File: config.mk
export PLATFORM = sky130hd
export DESIGN_NAME = sifb_isqrt
export DESIGN_NICKNAME = d
export VERILOG_FILES = /design/src/rtl/sliding_infinite_fourier_bank_macros.svh /design/src/rtl/sifb_pkg.sv /design/src/rtl/sifb_isqrt.sv
export SDC_FILE = /design/constraint.sdc
export NUM_CORES = 1
export LEC_CHECK = 0
export BUFFER_PORTS_ARGS = -buffer_cell sky130_fd_sc_hd__clkbuf_2
export CORE_MARGIN = 5
export CORE_UTILIZATION = 45
export DETAILED_ROUTE_END_ITERATION = 12
export HOLD_SLACK_MARGIN = 0.05
export RECOVER_POWER = 25
export SLEW_MARGIN = 30
export SYNTH_ARGS = -nofsm -noshare
export SYNTH_HDL_FRONTEND = slang
export SYNTH_SLANG_ARGS = --single-unit
File: constraint.sdc
create_clock -name clk -period 3.5 [get_ports clk]
set_clock_uncertainty 0.05 [all_clocks]
set_input_delay 0.175 -clock clk [delete_from_list [all_inputs] [get_ports clk]]
set_output_delay 0.175 -clock clk [all_outputs]
set_load 0.02 [all_outputs]
File: src/rtl/sliding_infinite_fourier_bank_macros.svh
// ----------------------------------------------------------------------------
// Assertion macros for the sliding Fourier bank
// Shared wrappers for concurrent checks, clocked on clk, disabled in rst.
// ----------------------------------------------------------------------------
`ifndef SLIDING_INFINITE_FOURIER_BANK_MACROS_SVH
`define SLIDING_INFINITE_FOURIER_BANK_MACROS_SVH

// Implication check that holds in the same cycle.
`define SIFB_ASSERT_IMP(lbl, pre, post, msg) \
  lbl: assert property (@(posedge clk) disable iff (rst) (pre) |-> (post)) else $error(msg);

// Implication check in the next cycle.
`define SIFB_ASSERT_NEXT(lbl, pre, post, msg) \
  lbl: assert property (@(posedge clk) disable iff (rst) (pre) |=> (post)) else $error(msg);

`endif

File: src/rtl/sifb_pkg.sv
// ----------------------------------------------------------------------------
// sifb_pkg
// Sizes, codes and state encoding for the sliding Fourier bank.
// ----------------------------------------------------------------------------
package sifb_pkg;

  localparam int NUM_BANDS   = 32;
  localparam int MAX_ORDER   = 8;
  localparam int BAND_W      = (NUM_BANDS > 1) ? $clog2(NUM_BANDS) : 1;
  localparam int ORD_W       = (MAX_ORDER > 1) ? $clog2(MAX_ORDER) : 1;
  localparam int STAGE_AW    = BAND_W + ORD_W;
  localparam int STAGE_DEPTH = NUM_BANDS * (2 ** ORD_W);

  localparam int SMP_W   = 16;
  localparam int COEF_W  = 18;
  localparam int VAL_W   = 24;
  localparam int PEAK_W  = 48;
  localparam int MAG_W   = 24;
  localparam int CFG_W   = 6;
  localparam int BANDF_W = 5;

  typedef enum logic [1:0] {
    CMD_LOAD   = 2'd0,
    CMD_SAMPLE = 2'd1,
    CMD_EMIT   = 2'd2
  } cmd_t;

  typedef enum logic {
    CFG_ACTIVE_BANDS = 1'b0,
    CFG_ACTIVE_ORDER = 1'b1
  } cfg_idx_t;

  typedef enum logic [3:0] {
    S_IDLE,
    S_CF,
    S_RD,
    S_MUL,
    S_WAIT,
    S_PW,
    S_PK,
    S_SQ,
    S_SQW,
    S_PUT
  } state_t;

  typedef struct packed {
    logic signed [COEF_W-1:0] cos_c;
    logic signed [COEF_W-1:0] sin_c;
    logic        [COEF_W-1:0] decay;
  } coef_t;

endpackage

File: src/rtl/sifb_isqrt.sv
// ----------------------------------------------------------------------------
// sifb_isqrt
// Integer square root, one result bit per cycle, restoring method.
// ----------------------------------------------------------------------------
module sifb_isqrt
  import sifb_pkg::*;
(
  input  logic               clk,
  input  logic               rst,
  input  logic               start,
  input  logic [PEAK_W-1:0]  value,
  output logic               busy,
  output logic               done,
  output logic [MAG_W-1:0]   root
);

  localparam int REM_W = MAG_W + 2;
  localparam int CNT_W = $clog2(MAG_W + 1);

  logic [PEAK_W-1:0] val;
  logic [REM_W-1:0]  rem;
  logic [CNT_W-1:0]  cnt;
  logic [REM_W+1:0]  shifted;
  logic [REM_W+1:0]  trial;

  assign shifted = {rem, val[PEAK_W-1 -: 2]};
  assign trial   = (REM_W+2)'({root, 2'b01});

  always_ff @(posedge clk) begin
    if (rst) begin
      busy <= 1'b0;
      done <= 1'b0;
      cnt  <= '0;
    end else begin
      done <= 1'b0;
      if (start) begin
        busy <= 1'b1;
        cnt  <= CNT_W'(MAG_W);
      end else if (busy) begin
        cnt <= cnt - 1'b1;
        if (cnt == CNT_W'(1)) begin
          busy <= 1'b0;
          done <= 1'b1;
        end
      end
    end
  end

  always_ff @(posedge clk) begin
    if (start) begin
      val  <= value;
      rem  <= '0;
      root <= '0;
    end else if (busy) begin
      val <= {val[PEAK_W-3:0], 2'b00};
      if (shifted >= trial) begin
        rem  <= REM_W'(shifted - trial);
        root <= {root[MAG_W-2:0], 1'b1};
      end else begin
        rem  <= REM_W'(shifted);
        root <= {root[MAG_W-2:0], 1'b0};
      end
    end
  end

endmodule

After elaboration in Yosys (flattened, before gate mapping)

Cells that the tools add are included.

Bits of input ports: 51
Word-level logic and storage cells: 25
Flip-flop bits (word level): 105
Output and inout port bits: 26

Add/subtract/negate cells: 2
Muxes and demuxes: 10
Eq/ne operators: 1
Magnitude comparators: 1
Reductions and logical operators: 3
Bitwise operators: 1

Operators by type and width:

| cell                  | count |
|---|---|
| $mux W48              | 2 |
| $ge A28 B26 Y1        | 1 |
| $mux W26              | 1 |
| $sub A26 B26 Y26      | 1 |
| $mux W5               | 2 |
| $eq A5 B1 Y1 const B  | 1 |
| $mux W1               | 5 |
| $sub A5 B1 Y5 const B | 1 |
| $reduce_or A3 Y1      | 1 |
| $reduce_bool A2 Y1    | 1 |
| $reduce_or A2 Y1      | 1 |
| $not A1 Y1            | 1 |

Depth between registers and ports, before layout

Gate-level depths: netlist of run 1.

Depth after elaboration: 4
Depth in mapped cells: 14
Gate-level depth less buffers: 10

Least setup slack after synthesis of run 1

OpenSTA, ideal clock, no wires.

Path type: reg-to-reg
Start: reg root[19]
End: reg rem[20]
Stages on the path, launching flop included: 14
Library setup time: 0.088 ns
Slack: 0.560 ns
Period minus slack after synthesis: 2.940 ns
Buffers on the path: 3
Required time: 3.362 ns
Data arrival time: 2.801 ns
Cells stage by stage: dfxtp_1 inv_1 ha_1 buf_2 a21o_1 a21oi_1 o21bai_1 a21o_1 a2111oi_4 and2_1 buf_6 buf_6 nand2_1 a311oi_2

Cells in the longest elaborated chain, start to end: 2

Ends and longest elaborated chain:

| what                   | RTL line         | RTL |
|---|---|---|
| from (decl)            | sifb_isqrt.sv:14 | `output logic [MAG_W-1:0] root` |
| from (signal assigned) | sifb_isqrt.sv:58 | `root <= {root[MAG_W-2:0], 1'b1};` |
| from (signal assigned) | sifb_isqrt.sv:61 | `root <= {root[MAG_W-2:0], 1'b0};` |
| $ge A28 B26 Y1         | sifb_isqrt.sv:56 | `if (shifted >= trial) begin` |
| $mux W26               | sifb_isqrt.sv:56 |  |
| to (signal assigned)   | sifb_isqrt.sv:57 | `rem <= REM_W'(shifted - trial);` |
| to (signal assigned)   | sifb_isqrt.sv:60 | `rem <= REM_W'(shifted);` |
| to (decl)              | sifb_isqrt.sv:21 | `logic [REM_W-1:0] rem;` |

Every way passes these cells.
A chain may end at the register's enable or synchronous reset.

Worst setup path in the final report of run 1

Start: reg root[9]
End: reg rem[17]

Cells in the longest elaborated chain, start to end: 2
Elaborated cells between the ends (all ways): 3
Those cells by class: add/sub: 1; order compare: 1; mux: 1

Ends and longest elaborated chain:

| what                                                      | RTL line |
|---|---|
| $sub A26 B26 Y26 / $ge A28 B26 Y1 (equally long branches) | sifb_isqrt.sv:57, sifb_isqrt.sv:56 |
| $mux W26 (*)                                              | sifb_isqrt.sv:56 |

Mark *: on every way between the ends. The rest lies on a longest branch, timed or not.

==> results of run 1 <==
-- worst max-delay path: cells and delay by family, from the launching register on --
family	cells	cell delay, ns
buffers and inverters	2	0.25
DFF	1	0.37
adders and majority gates	1	0.38
AOI/OAI and AO/OA	4	0.87
and+or+nand+nor	4	1.07
-- per-layer routing --
metal	vias to the layer above	part of all wire (%)	GRT usage, %
met2	82	44	23.5
met4	0	2.2	7.34
met5	-	0	0
met3	15	5.0	3.41
met1	2019	49	23.4
li1	2188	-	-
-- report_power, final --
group          leakage (nW)  internal, mW  total (mW)  switching (mW)
clock network         0.142         0.561        1.04           0.476
logic                  1.55         0.716        1.59           0.873
registers             0.950          1.42        1.50          0.0755
total                  2.64          2.70        4.12            1.42
-- kinds of logic (layout without fill, tap and decap cells) --
group	count (synthesis)	in the layout	share of synthesized area, %
xor+xnor	22	22	3.30
fa+ha+maj	28	28	6.01
simple gates	154	154	12.7
compound gates	109	109	14.0
mux	81	81	14.9
buf+inv	67	138	4.79
flops	105	105	44.3
-- layout make-up --
type | instances | share of cell area [%]
multi-input cells | 394 | 44.7
flip-flops and latches | 105 | 38.9
repair buffers | 87 | 6.74
inverters | 35 | 1.98
well taps | 172 | 3.24
clock inverters | 7 | 1.13
clock buffers | 9 | 3.39
-- metrics by stage --
step / worst slack, ns / total power, mW / hold WS, ns
3_3_place_gp: 0.484 / 3.09 / 0.392
3_5_place_dp: 0.435 / 3.11 / 0.394
6_report: 0.379 / 4.12 / 0.0675
2_1_floorplan: 0.560 / 2.79 / 0.197
5_1_grt: 0.109 / 4.38 / 0.0551
4_1_cts: 0.420 / 4.16 / 0.0512
-- path summary, 6_finish.rpt --
path	cells after the start	to	from
setup / recovery	11	rem[17]$_SDFFE_PP0P_	root[9]$_SDFFE_PP0P_
hold / removal	2	val[15]$_DFFE_PP_	value[15]
setup reg to reg	11	rem[17]$_SDFFE_PP0P_	root[9]$_SDFFE_PP0P_
hold reg to reg	2	rem[8]$_SDFFE_PP0P_	rem[8]$_SDFFE_PP0P_
-- repair_timing --
action                    CTS  global route
hold endpoints to repair    9             0
hold buffers                3             0
buffers inserted            0             0
-- flip-flops by register name, indices dropped and copies added, names as in the netlist --
register	cells
done	1
cnt	5
busy	1
root	24
val	48
rem	26
-- cells in the final DEF, fill, tap and decap left out, types with 8 or more instances in the layout --
cell type | Yosys | layout
clkbuf_16 | 0 | 9
a211oi_1 | 12 | 12
nand2_1 | 29 | 29
dfxtp_1 | 57 | 56
a21oi_1 | 34 | 34
edfxtp_1 | 48 | 48
nor2_1 | 65 | 65
nand3_1 | 11 | 11
a21o_1 | 12 | 12
mux2_2 | 47 | 46
ha_1 | 28 | 28
clkbuf_2 | 0 | 54
xor2_1 | 8 | 8
xnor2_1 | 14 | 14
a31oi_1 | 9 | 9
clkbuf_1 | 25 | 24
inv_1 | 35 | 35
mux2i_1 | 34 | 34
-- cell usage after synthesis, types with 3 or more instances --
cell type | number | share of area (%)
mux2i_1 | 34 | 5.8
nor2b_1 | 4 | 0.43
xnor2_1 | 14 | 2.1
dfxtp_1 | 57 | 20
and3_1 | 5 | 0.54
a21o_1 | 12 | 1.5
mux2_2 | 47 | 9.1
a31oi_1 | 9 | 0.97
xor2_1 | 8 | 1.2
a21oi_1 | 34 | 2.9
inv_1 | 35 | 2.3
edfxtp_1 | 48 | 25
a311oi_1 | 4 | 0.60
nand2_1 | 29 | 1.9
nand3_1 | 11 | 0.94
o21bai_1 | 4 | 0.52
nor4_1 | 3 | 0.32
nor3_1 | 6 | 0.52
buf_6 | 3 | 0.58
o21a_1 | 5 | 0.64
o21ai_0 | 7 | 0.60
a311oi_2 | 6 | 1.5
nor2_1 | 65 | 4.2
a211oi_1 | 12 | 1.5
or3_1 | 4 | 0.43
nand4_1 | 7 | 0.75
and2_1 | 5 | 0.54
ha_1 | 28 | 6.0
clkbuf_1 | 25 | 1.6
==> out/metrics.cfg, run 1 <==
[synthesis]
synth_cells = 566
netlist_area_sq_um = 5830
yosys_register_bits = 105
avgSynthCellArea_sq_um = 10.3
synth_edf_count = 48
seq_area_frac_synth_pct = 44.3
yosys_warnings = 0
synth_cell_types = 56
synthArstFlopShare_pct = 0
synth_ff_type = dfxtp_1
synth_nets = 645

[grt]
antenna_found_initial = 0
grtUsageTotal_pct = 16.3
grt_pass1_vias = 4108
grt_max_degree = 60
grt_pass1_wl_um = 19900
grt-ovfl-total = 0

[route]
ant_nets = 0
post_drt_wl_per_cell_um = 15.0
drtIter0Drc = 251
drc = 0
firstDrtPassIters = 4
vias = 4304
wl_um = 12100
viasPerCell = 5.32

[timing]
finalCritPeriodShare_pct = 89.2
tightest_slew_ns = 2.72
fin_crit_ns = 3.12
finalHoldViolCount = 0
maxSlewViolCount = 110
tns_ns = 0
max_freq_mhz = 320
grt_setup_unrepaired = false
slew-limit-headroom_pct = -81.2
setup_viol = 0

[status]
status = finished with violations
violations = capacitance limit, slew limit

[clock_network]
clock_latency_ns = 0.36
cts.path.max_buffers = 2
htreeDepth = 3
clock_sinks = 105
cts_tree = yes
numCtsBuffers = 9
cts-root-buf = clkbuf_16
ctsResizeCount = 0
cts.reportedPaths.clkPinSlew_ns = 0.07

[critical_path]
worstPathArrival_ns = 3.30
cp-end-kind = flop
cp-start-kind = flop
r2r_slack_ns = 0.38
crit_required_ns = 3.68
cp_slowest_cell = nor4_1
critical_path.max_fanout = 12
cp_slowest_stage_delay_ns = 0.63
path_class = reg2reg
path_cells = inv_1 -> ha_1 -> a21o_1 -> a31oi_1 -> nor3_1 -> nor4_1 -> a211o_1 -> and2_1 -> buf_12 -> nand2_1 -> a311oi_1

[finish]
utilization_pct = 52.5
multi_input_area_sq_um = 2970
nFillCells = 1215
drive_gt1_share_pct = 22.0
diodes = 0
layout.nets = 711
finalInstanceArea_sq_um = 6650
fin_cells = 809
syn2layout_area_growth_pct = 14.0
final-seq-area_sq_um = 2580

[place]
dp_cells = 790
place.gp.congestion = 0.858
placed_cell_area_sq_um = 6350
post-dp-hpwl_um = 8620
port-buffer-count = 76

[die]
ios = 77
rows = 41
core_sq_um = 12700
dieHeight_um = 124
die_area_sq_um = 15300
fp.dieW_um = 124
start_util_pct = 46.0

[pwr]
power_leakage_nw = 2.64
ir_worst_vdd_uv = 311
power.density_nw_per_um2 = 620

[min_path]
hp-class = in2reg

[job]
maxCapViolations = 2

(Power assumes the default switching activity.)
==> inputs of run 2 (changes only) <==
==> constraint.sdc (replaced) <==
create_clock -name clk -period 3.5 [get_ports clk]
set_clock_uncertainty 0.05 [all_clocks]
set_input_delay 0 -clock clk [delete_from_list [all_inputs] [get_ports clk]]
set_output_delay 0 -clock clk [all_outputs]
set_load 0.02 [all_outputs]
==> out/metrics.cfg, run 2 (synthesis gave the netlist of run 1 again) <==
[clock_network]
htreeDepth = 3  ; unchanged
cts_tree = yes
cts-root-buf = clkbuf_16
clock_latency_ns = 0.36  ; about the same
ctsResizeCount = 0  ; unchanged
cts.reportedPaths.clkPinSlew_ns = 0.07  ; about the same
clock_sinks = 105  ; unchanged
numCtsBuffers = 9  ; unchanged
cts.path.max_buffers = 2  ; unchanged

[critical_path]
cp_num_buf_inv = 2  ; unchanged
reg2reg_depth = 11  ; unchanged
cp-start-kind = flop
path_cells = inv_1 -> ha_1 -> a21o_1 -> a31oi_1 -> nor3_1 -> nor4_1 -> a211o_1 -> and2_1 -> buf_12 -> nand2_1 -> a311oi_2
path_class = reg2reg
r2r_end = rem[16]$_SDFFE_PP0P_
crit_start = root[9]$_SDFFE_PP0P_
cp_slowest_stage_delay_ns = 0.60  ; -0.03 ns
cp_slowest_cell = nor4_1
cp-end-kind = flop
r2r_slack_ns = 0.39  ; about the same
cp.depth = 11  ; unchanged
timing.critical_path.to = rem[16]$_SDFFE_PP0P_
crit_required_ns = 3.71  ; +0.03 ns
worstPathArrival_ns = 3.32  ; +0.02 ns
critPathTopFamily = simple AND/OR/NAND/NOR gates
critical_path.max_fanout = 12  ; unchanged
r2r_start = root[9]$_SDFFE_PP0P_

[finish]
syn2layout_area_growth_pct = 21.5
diodes = 0  ; unchanged
utilization_pct = 55.9  ; +3.4 points
largest_register_ffs = 48  ; unchanged
top_regs = val: 48 flops, rem: 26 flops, root: 24 flops
drive_gt1_share_pct = 20.4  ; -1.6 points
layout.nets = 756  ; +6.3%
regMostFlops = val
final_common_cell = nor2_1
most-common-layout-cells = 65 x nor2_1, 56 x dfxtp_1, 50 x clkbuf_2

[place]
post-dp-hpwl_um = 8730  ; +1.3%
place.gp.congestion = 0.861  ; +0.30%
port-buffer-count = 76  ; unchanged

[grt]
antenna_found_initial = 0  ; unchanged
grt_pass1_wl_um = 20900  ; +4.9%
grt_pass1_vias = 4366  ; +6.3%
grtUsageTotal_pct = 17.1  ; +0.79 points
grt_max_degree = 60  ; unchanged
grt-ovfl-total = 0  ; unchanged

[route]
ant_nets = 0  ; unchanged
wl_um = 12600  ; +4.4%
drc = 0  ; unchanged
post_drt_wl_per_cell_um = 14.8  ; -1.1%
vias = 4415  ; +2.6%
viasPerCell = 5.17  ; -2.8%
firstDrtPassIters = 4  ; unchanged
drtIter0Drc = 223  ; -11%

[die]
ios = 77  ; unchanged
die_area_sq_um = 15300  ; unchanged
core_sq_um = 12700  ; unchanged
start_util_pct = 46.0  ; unchanged
dieHeight_um = 124  ; unchanged
rows = 41  ; unchanged
fp.dieW_um = 124  ; unchanged

[timing]
max_freq_mhz = 321  ; +0.25%
setup_viol = 0  ; unchanged
grt_setup_unrepaired = false
fin_crit_ns = 3.11  ; -0.00773 ns
tightest_slew_ns = 0.669  ; -2.05 ns
slew-limit-headroom_pct = 55.0  ; +140 points
tns_ns = 0  ; unchanged
finalHoldViolCount = 0  ; unchanged
finalCritPeriodShare_pct = 88.9  ; -0.22 points
maxSlewViolCount = 0  ; -100%

[pwr]
power.density_nw_per_um2 = 578  ; -6.8%
power_mw = 4.09  ; -0.67%
power_leakage_nw = 2.82  ; +6.8%
ir_worst_vdd_uv = 277  ; -11%

[job]
maxCapViolations = 0  ; -2

[status]
status = finished, final reports clean

[min_path]
hp-class = in2reg

run 2: per-layer routing:
layer | GRT usage (%) | vias to the layer above | share of wire [%]
li1 | - | 2266 | -
met5 | 0 | - | 0
met4 | 6.37 | 0 | 1.5
met2 | 26.9 | 69 | 46
met3 | 2.68 | 14 | 3.5
met1 | 23.8 | 2066 | 49
run 2: worst min-delay path by stage:
stage	from	endpoint	slack, ns	depth (start not counted)
5_1_grt	start	root[23]$_SDFFE_PP0P_	0.11	2
2_1_floorplan	rst	busy$_SDFF_PP0_	0.02	1
6_report	start	root[23]$_SDFFE_PP0P_	0.1	2
3_3_place_gp	rst	cnt[4]$_SDFFE_PP0P_	0.22	2
3_5_place_dp	rst	busy$_SDFF_PP0_	0.23	2
4_1_cts	start	root[18]$_SDFFE_PP0P_	0.08	2
run 2: per-stage QoR:
| step | instances | hold slack [ns] | setup slack (ns) | area (sq um) |
|---|---|---|---|---|
| floorplan | 566 | 0.0224 | 0.560 | 5830 |
| global placement | 789 | 0.219 | 0.491 | 6350 |
| detailed placement | 789 | 0.232 | 0.434 | 6350 |
| CTS | 854 | 0.0843 | 0.403 | 7120 |
| global route | 854 | 0.110 | 0.144 | 7080 |
| finish | 854 | 0.0997 | 0.387 | 7080 |
run 2: repair_timing:
action | CTS | global route
hold endpoints to repair | 55 | 0
hold buffers | 49 | 0
setup buffers | 0 | 0
run 2: where the power goes:
group,internal [mW],switching (mW),total (mW),leakage [nW]
clock,0.490,0.476,0.966,0.138
sequential,1.42,0.0755,1.50,0.950
combinational,0.747,0.886,1.63,1.73
run 2: layout make-up:
cell class / instances / area (sq um)
Fill cell: 1185 / 5590
Multi-Input combinational cell: 394 / 2970
Sequential cell: 105 / 2580
Timing Repair Buffer: 132 / 907
Clock buffer: 9 / 225
Tap cell: 172 / 215
Inverter: 35 / 131
Clock inverter: 7 / 52.6
run 2: worst register-to-register path, stage by stage (launching register included):
cell and delay (ns):
dfxtp_1 0.39, inv_1 0.06, ha_1 0.38, a21o_1 0.23
a31oi_1 0.19, nor3_1 0.09, nor4_1 0.60, a211o_1 0.24
and2_1 0.30, buf_12 0.19, nand2_1 0.07, a311oi_2 0.23
==> inputs of run 3 (changes only) <==
--- a/config.mk
+++ b/config.mk
@@ -5,6 +5,7 @@
 export SDC_FILE = /design/constraint.sdc
 export NUM_CORES = 1
 export LEC_CHECK = 0
+export ABC_AREA = 1
 export BUFFER_PORTS_ARGS = -buffer_cell sky130_fd_sc_hd__clkbuf_2
 export CORE_MARGIN = 5
 export CORE_UTILIZATION = 45
==> out/metrics.cfg, run 3 <==
[synthesis]
avgSynthCellArea_sq_um = 7.22  ; -30%
synth_ff_type = dfxtp_1
synthArstFlopShare_pct = 0  ; unchanged
yosys_register_bits = 105  ; unchanged
synth_top_area_cell = edfxtp_1
seq_area_frac_synth_pct = 41.9  ; -2.4 points
synth_cells = 854  ; +51%
synth_nets = 933  ; +45%
synth_cell_types = 41  ; -27%
synth_edf_count = 48  ; unchanged
yosys-top-cells-area = edfxtp_1 23%, nand2_1 21%, dfxtp_1 19%, inv_1 7.4%, ha_1 5.7%
synth_commonest_cells = 348 x nand2_1, 121 x inv_1, 57 x dfxtp_1
yosysMostFrequentCell = nand2_1
yosys_warnings = 0  ; unchanged
netlist_area_sq_um = 6170  ; +5.8%
synth.top_cell.area_share_pct = 23.4  ; -1.3 points

[route]
ant_nets = 0  ; unchanged
drc = 0  ; unchanged
drtIter0Drc = 319  ; +43%
vias = 5565  ; +26%
viasPerCell = 4.84  ; -6.4%
firstDrtPassIters = 6  ; +2
post_drt_wl_per_cell_um = 13.8  ; -6.9%
wl_um = 15900  ; +25%

[finish]
most-common-layout-cells = 348 x nand2_1, 121 x inv_1, 57 x dfxtp_1
syn2layout_area_growth_pct = 20.3
layout.nets = 1048  ; +39%
final_common_cell = nand2_1
drive_gt1_share_pct = 10.9  ; -9.5 points
regMostFlops = val
diodes = 0  ; unchanged
largest_register_ffs = 48  ; unchanged
top_regs = val: 48 flops, rem: 26 flops, root: 24 flops

[grt]
grt_pass1_wl_um = 26200  ; +25%
antenna_found_initial = 0  ; unchanged
grt_pass1_vias = 5477  ; +25%
grt-ovfl-total = 0  ; unchanged
grt_max_degree = 60  ; unchanged
grtUsageTotal_pct = 19.9  ; +2.8 points

[clock_network]
cts.reportedPaths.clkPinSlew_ns = 0.08  ; about the same
htreeDepth = 3  ; unchanged
cts-root-buf = clkbuf_16
cts_tree = yes
cts.path.max_buffers = 2  ; unchanged
post_cts_buffers = 0  ; unchanged
numCtsBuffers = 9  ; unchanged
cts_hold_buf = 50  ; +2.0%
ctsResizeCount = 0  ; unchanged
clock_latency_ns = 0.35  ; about the same
clock_sinks = 105  ; unchanged

[place]
place.gp.congestion = 0.909  ; +5.6%
port-buffer-count = 76  ; unchanged
post-dp-hpwl_um = 11200  ; +28%
place_ws_ns = 0.875  ; +0.441 ns

[critical_path]
cp-end-kind = flop
worstPathArrival_ns = 2.84  ; -0.48 ns
critical_path.max_fanout = 57  ; +45
path_class = reg2reg
cp-start-kind = flop
crit_required_ns = 3.48  ; -0.23 ns

[die]
ios = 77  ; unchanged
core_sq_um = 13300  ; +5.3%
dieHeight_um = 127  ; +2.6%
die_area_sq_um = 16100  ; +5.3%
rows = 42  ; +2.4%
fp.dieW_um = 127  ; +2.6%
start_util_pct = 46.2  ; +0.18 points

[status]
status = finished with violations
violations = capacitance limit, slew limit

[min_path]
hp-class = in2reg

[timing]
fin_ws_ns = 0.638  ; +0.251 ns
tightest_slew_ns = 1.87  ; +1.20 ns
finalCritPeriodShare_pct = 81.8  ; -7.2 points
fin_crit_ns = 2.86  ; -0.251 ns
whs_ns = 0.362  ; +0.263 ns
maxSlewViolCount = 108  ; +108
slew-limit-headroom_pct = -24.9  ; -80 points
grt_setup_unrepaired = false
setup_viol = 0  ; unchanged
tns_ns = 0  ; unchanged
max_freq_mhz = 349  ; +8.8%
finalHoldViolCount = 0  ; unchanged

[pwr]
power_leakage_nw = 3.82  ; +35%
power_mw = 6.87  ; +68%
power.density_nw_per_um2 = 926  ; +60%
ir_worst_vdd_uv = 702  ; +150%

[job]
maxCapViolations = 2  ; +2

-- run 3: critical path, stage by stage, from the launching register on --
cell      delay [ns]
dfxtp_1         0.48
clkbuf_1        0.92
nor2_1          0.12
buf_4           0.27
inv_2           0.31
buf_12          0.35
-- run 3: path summary, 6_finish.rpt --
kind	start	to	slack, ns	cells past startpoint
max	busy$_SDFF_PP0_	val[47]$_DFFE_PP_	0.64	5
min	rst	cnt[4]$_SDFFE_PP0P_	0.36	3
max reg2reg	busy$_SDFF_PP0_	val[47]$_DFFE_PP_	0.64	5
min reg2reg	rem[25]$_SDFFE_PP0P_	rem[25]$_SDFFE_PP0P_	0.42	2
-- run 3: logic make-up (layout without fill, tap and decap cells) --
logic type	count (synthesis)	count (layout)	share of synthesized area, %
buffers and inverters	159	279	10.4
AND/OR/NAND/NOR	471	471	32.8
adder cells (fa/ha/maj)	28	28	5.68
flip-flops	105	105	41.9
XOR/XNOR	9	9	1.28
AO/OA/AOI/OAI	82	82	7.95
-- run 3: layer usage --
layer  share of wire [%]  track usage, %
met5                   0               0
met4                0.95            4.67
met3                 5.3            4.42
met2                  46            32.7
met1                  48            26.9
-- run 3: cell type report --
cell class	count	area, sq um
Clock inverter	7	61.3
Tap cell	176	220
Fill cell	1270	5930
Clock buffer	9	225
Timing Repair Buffer	132	897
Multi-Input combinational cell	590	2940
Inverter	131	492
Sequential cell	105	2580
-- run 3: per-stage QoR --
step                area, sq um  std cells  utilization (%)
finish                     7420       1150             55.6
global route               7420       1150             55.6
CTS                        7460       1150             55.9
detailed placement         6670       1084             50.0
global placement           6670       1084             50.0
floorplan                  6170        854                -
-- run 3: report_power, final --
group	switching [mW]	total, mW	internal, mW
Clock	0.498	0.998	0.500
Combinational	2.85	4.29	1.43
Sequential	0.117	1.58	1.47
